### config.mk
export PLATFORM = sky130hd
export DESIGN_NAME = mbet_mul
export DESIGN_NICKNAME = d
export VERILOG_FILES = /design/src/rtl/mbet_mul.sv
export SDC_FILE = /design/constraint.sdc
export NUM_CORES = 2
export LEC_CHECK = 0
export BUFFER_PORTS_ARGS = -buffer_cell sky130_fd_sc_hd__buf_2
export CAP_MARGIN = 20
export CORE_MARGIN = 2
export CORE_UTILIZATION = 55
export CTS_BUF_LIST = sky130_fd_sc_hd__clkbuf_2
export CTS_CLUSTER_SIZE = 25
export DETAILED_ROUTE_END_ITERATION = 16
export PLACE_DENSITY = 0.72
export SLEW_MARGIN = 0
export SYNTH_ARGS = -nofsm -noshare
export SYNTH_HDL_FRONTEND = slang
export SYNTH_SLANG_ARGS = --single-unit
### constraint.sdc
create_clock -name clk_i -period 10.3 [get_ports clk_i]
set_clock_uncertainty 0.2 [all_clocks]
set_input_delay 0.515 -clock clk_i [delete_from_list [all_inputs] [get_ports clk_i]]
set_output_delay 0.515 -clock clk_i [all_outputs]
set_load 0.01 [all_outputs]
### src/rtl/mbet_mul.sv
// Shared signed 32x32 multiplier with a registered 64-bit product.
// No dependencies; used by mandelbrot_escape_time.
module mbet_mul (
  input  logic               clk_i,
  input  logic signed [31:0] a_i,
  input  logic signed [31:0] b_i,
  output logic signed [63:0] p_o
);

  logic signed [63:0] p_q;

  always_ff @(posedge clk_i) begin
    p_q <= a_i * b_i;
  end

  assign p_o = p_q;

endmodule

==> key figures <==
Clock network
  • Clk slew on worst S/H paths: between 0.2 and 0.25 ns
  • CTS Buf Count: 9
  • CTS Buffer Depth: 2
  • H-tree depth: 3
  • TritonCTS sink count: 64
  • CTS tree: built
  • Postcts setup bufs: 0
  • Number of gates resized after cts: 0
  • Hold buffer count at cts: 0
  • CTS root buffer: clkbuf_2

Finish
  • Area Growth Syn to Fin: 3.30%
  • # fillers: 5,861
  • Total Nets Final: 5,174
  • Largest register FFs: 64
  • Fraction of layout cells with a size suffix above 1: 4.83%

Timing
  • RSZ-0062 raised after global routing: false
  • Slew @ Worst Pin: 0.948 ns
  • Hold Fails Final Rpt: 0
  • Max-slew violation count: 0
  • # setup viols final: 0
  • Setup_tns: 0 ns
  • Period utilization: 80.2%
  • Post-route minimum period: 8.26 ns
  • Max Clock Freq: between 100 and 150 MHz
  • Relative slew slack: between 30% and 40%

Floorplan
  • Chip Height: 264 um
  • Full die area: between 0.06 and 0.07 mm^2
  • IO Count: 129
  • Die width: approximately 260 um
  • Row count: 95
  • Core ar.: 0.0672 mm^2
  • Initial Util: 55.5%

Setup path
  • CP dominant cell by count: fa_1
  • Critical path depth: 25
  • CP Capture Point: p_o[62]$_DFF_P_
  • Setup CP Type: input pin to register
  • Worst EP required: between 10 and 15 ns
  • CP top delay family: adder cells
  • Max incr delay on CP: 1.01 ns
  • Worst path arrival time: 8.89 ns
  • CP Launch Type: input pin
  • Crit-path max FO: 32
  • Crit end category: register
  • Critical Path Slowest Stage Cell: fa_1
  • Buf/Inv on CP: 7
  • Setup crit start: b_i[2]

Route
  • Post-route DRC: 0
  • Vias/cell: ~5.4
  • Per-cell routed wire length: 20.4 um
  • Vias: 25,675
  • Antenna Violating Nets Remaining: 0
  • DR pass1 iterations: 5
  • Detailed Route WL: between 90,000 and 100,000 um
  • Initial detailed-routing violation count: between 1,500 and 2,000

Global route
  • First-pass GRT wire length: 158,000 um
  • Gr ovfl total: 0
  • Antenna violations before repair: 12
  • Number of global-route vias before repair: 28,640
  • Largest net degree at the start of global routing: 33
  • Gr usage total: between 20% and 30%

Status
  • Status: completed

Synthesis
  • Area leader, netlist: fa_1
  • Synth warnings: 0
  • Syn Inst Count: 3,884
  • Post-synth ARST share: 0%
  • Synthesized area per cell: 9.59 um^2
  • Prevailing post-synth register cell: dfxtp_1
  • Number of synthesized flops with an enable pin: 0
  • Post-Syn Area: about 0.037 mm^2
  • Post-synth cell types: 63
  • Synth Register Bits: between 60 and 70
  • Top-count cell post-synth: fa_1
  • Ranking of synthesized cells by area: fa_1, inv_1, and2_1
  • Synth cell count leaders: fa_1, inv_1, and2_1
  • Post-synthesis sequential area ratio: 3.44%
  • Post-synth net total: between 5,000 and 6,000
  • Post-synth top area share: 58.2%

Flow run
  • Max cap viols: 0

Placed design
  • Final Wtd Congestion: 0.919
  • Port Buffers: around 130
  • Dpl hpwl: 77,800 um

Worst hold path
  • Worst Hold Class: input pin to register
## routing by layer
layer  wire length (um)  track usage, %  part of all wire [%]  vias up
met3               7180            5.51                   7.4      241
li1                   -               -                     -    10969
met4               4610            12.1                   4.8       12
met1              36500            38.1                    38    13424
met2              48200            50.1                    50     1029
met5                 80               0                 0.083        -
## per-stage QoR
stage	setup slack, ns	utilization, %	area, um^2	hold slack (ns)	cells
floorplan	2.32	-	37200	0.442	3884
global placement	1.32	57.1	38400	0.708	4705
detailed placement	1.17	57.1	38400	0.706	4705
CTS	2.12	57.3	38500	0.0192	4721
global route	1.70	57.3	38500	0.0786	4728
finish	2.04	57.3	38500	0.0743	4729
## how the worst min path moves through the flow
stage	startpoint	end	cells after the start
finish	a_i[0]	p_o[0]$_DFF_P_	2
global route	a_i[0]	p_o[0]$_DFF_P_	2
CTS	a_i[0]	p_o[0]$_DFF_P_	2
detailed placement	p_o[14]$_DFF_P_	p_o[14]	1
global placement	p_o[11]$_DFF_P_	p_o[11]	1
floorplan	b_i[0]	p_o[0]$_DFF_P_	1
## layout make-up
cell class	instances	area, um^2	share of cell area (%)
clock buffer	12	60.1	0.156
sequential	64	1280	3.33
inverter	952	3570	9.29
tap	873	1090	2.84
multi-input combinational	2668	31600	82.2
antenna	8	20.0	0.0520
timing repair buffer	148	791	2.06
clock inverter	4	21.3	0.0553
## kinds of logic after synthesis
group / share of synthesized area [%]
AOI/OAI and AO/OA: 3.46
buffers and inverters: 11.6
xor gates and xnor gates: 1.76
and+or+nand+nor: 15.4
adders and majority gates: 64.3
DFF: 3.44
## layout by cell type (no fill, tap or decap), drive strengths merged, types with 4 or more instances in the layout
master / netlist / layout
fa: 1082 / 1082
inv: 952 / 952
and2: 516 / 516
nand2: 511 / 511
ha: 184 / 184
buf: 5 / 148
a21oi: 68 / 68
dfxtp: 64 / 64
xnor2: 53 / 53
nor2: 42 / 42
o21ai: 31 / 31
a21o: 25 / 25
xor2: 22 / 22
nand3: 15 / 15
o21bai: 15 / 15
a31oi: 13 / 13
clkbuf: 195 / 12
nand2b: 9 / 9
and3: 9 / 9
diode: 0 / 8
a211oi: 8 / 8
nand4: 7 / 7
nor3: 7 / 7
o31ai: 7 / 7
or3: 5 / 5
o21a: 4 / 4
and4: 4 / 4
Power is not shown: default switching activity piles up to over one toggle a cycle in this logic, so the estimate is an artifact.
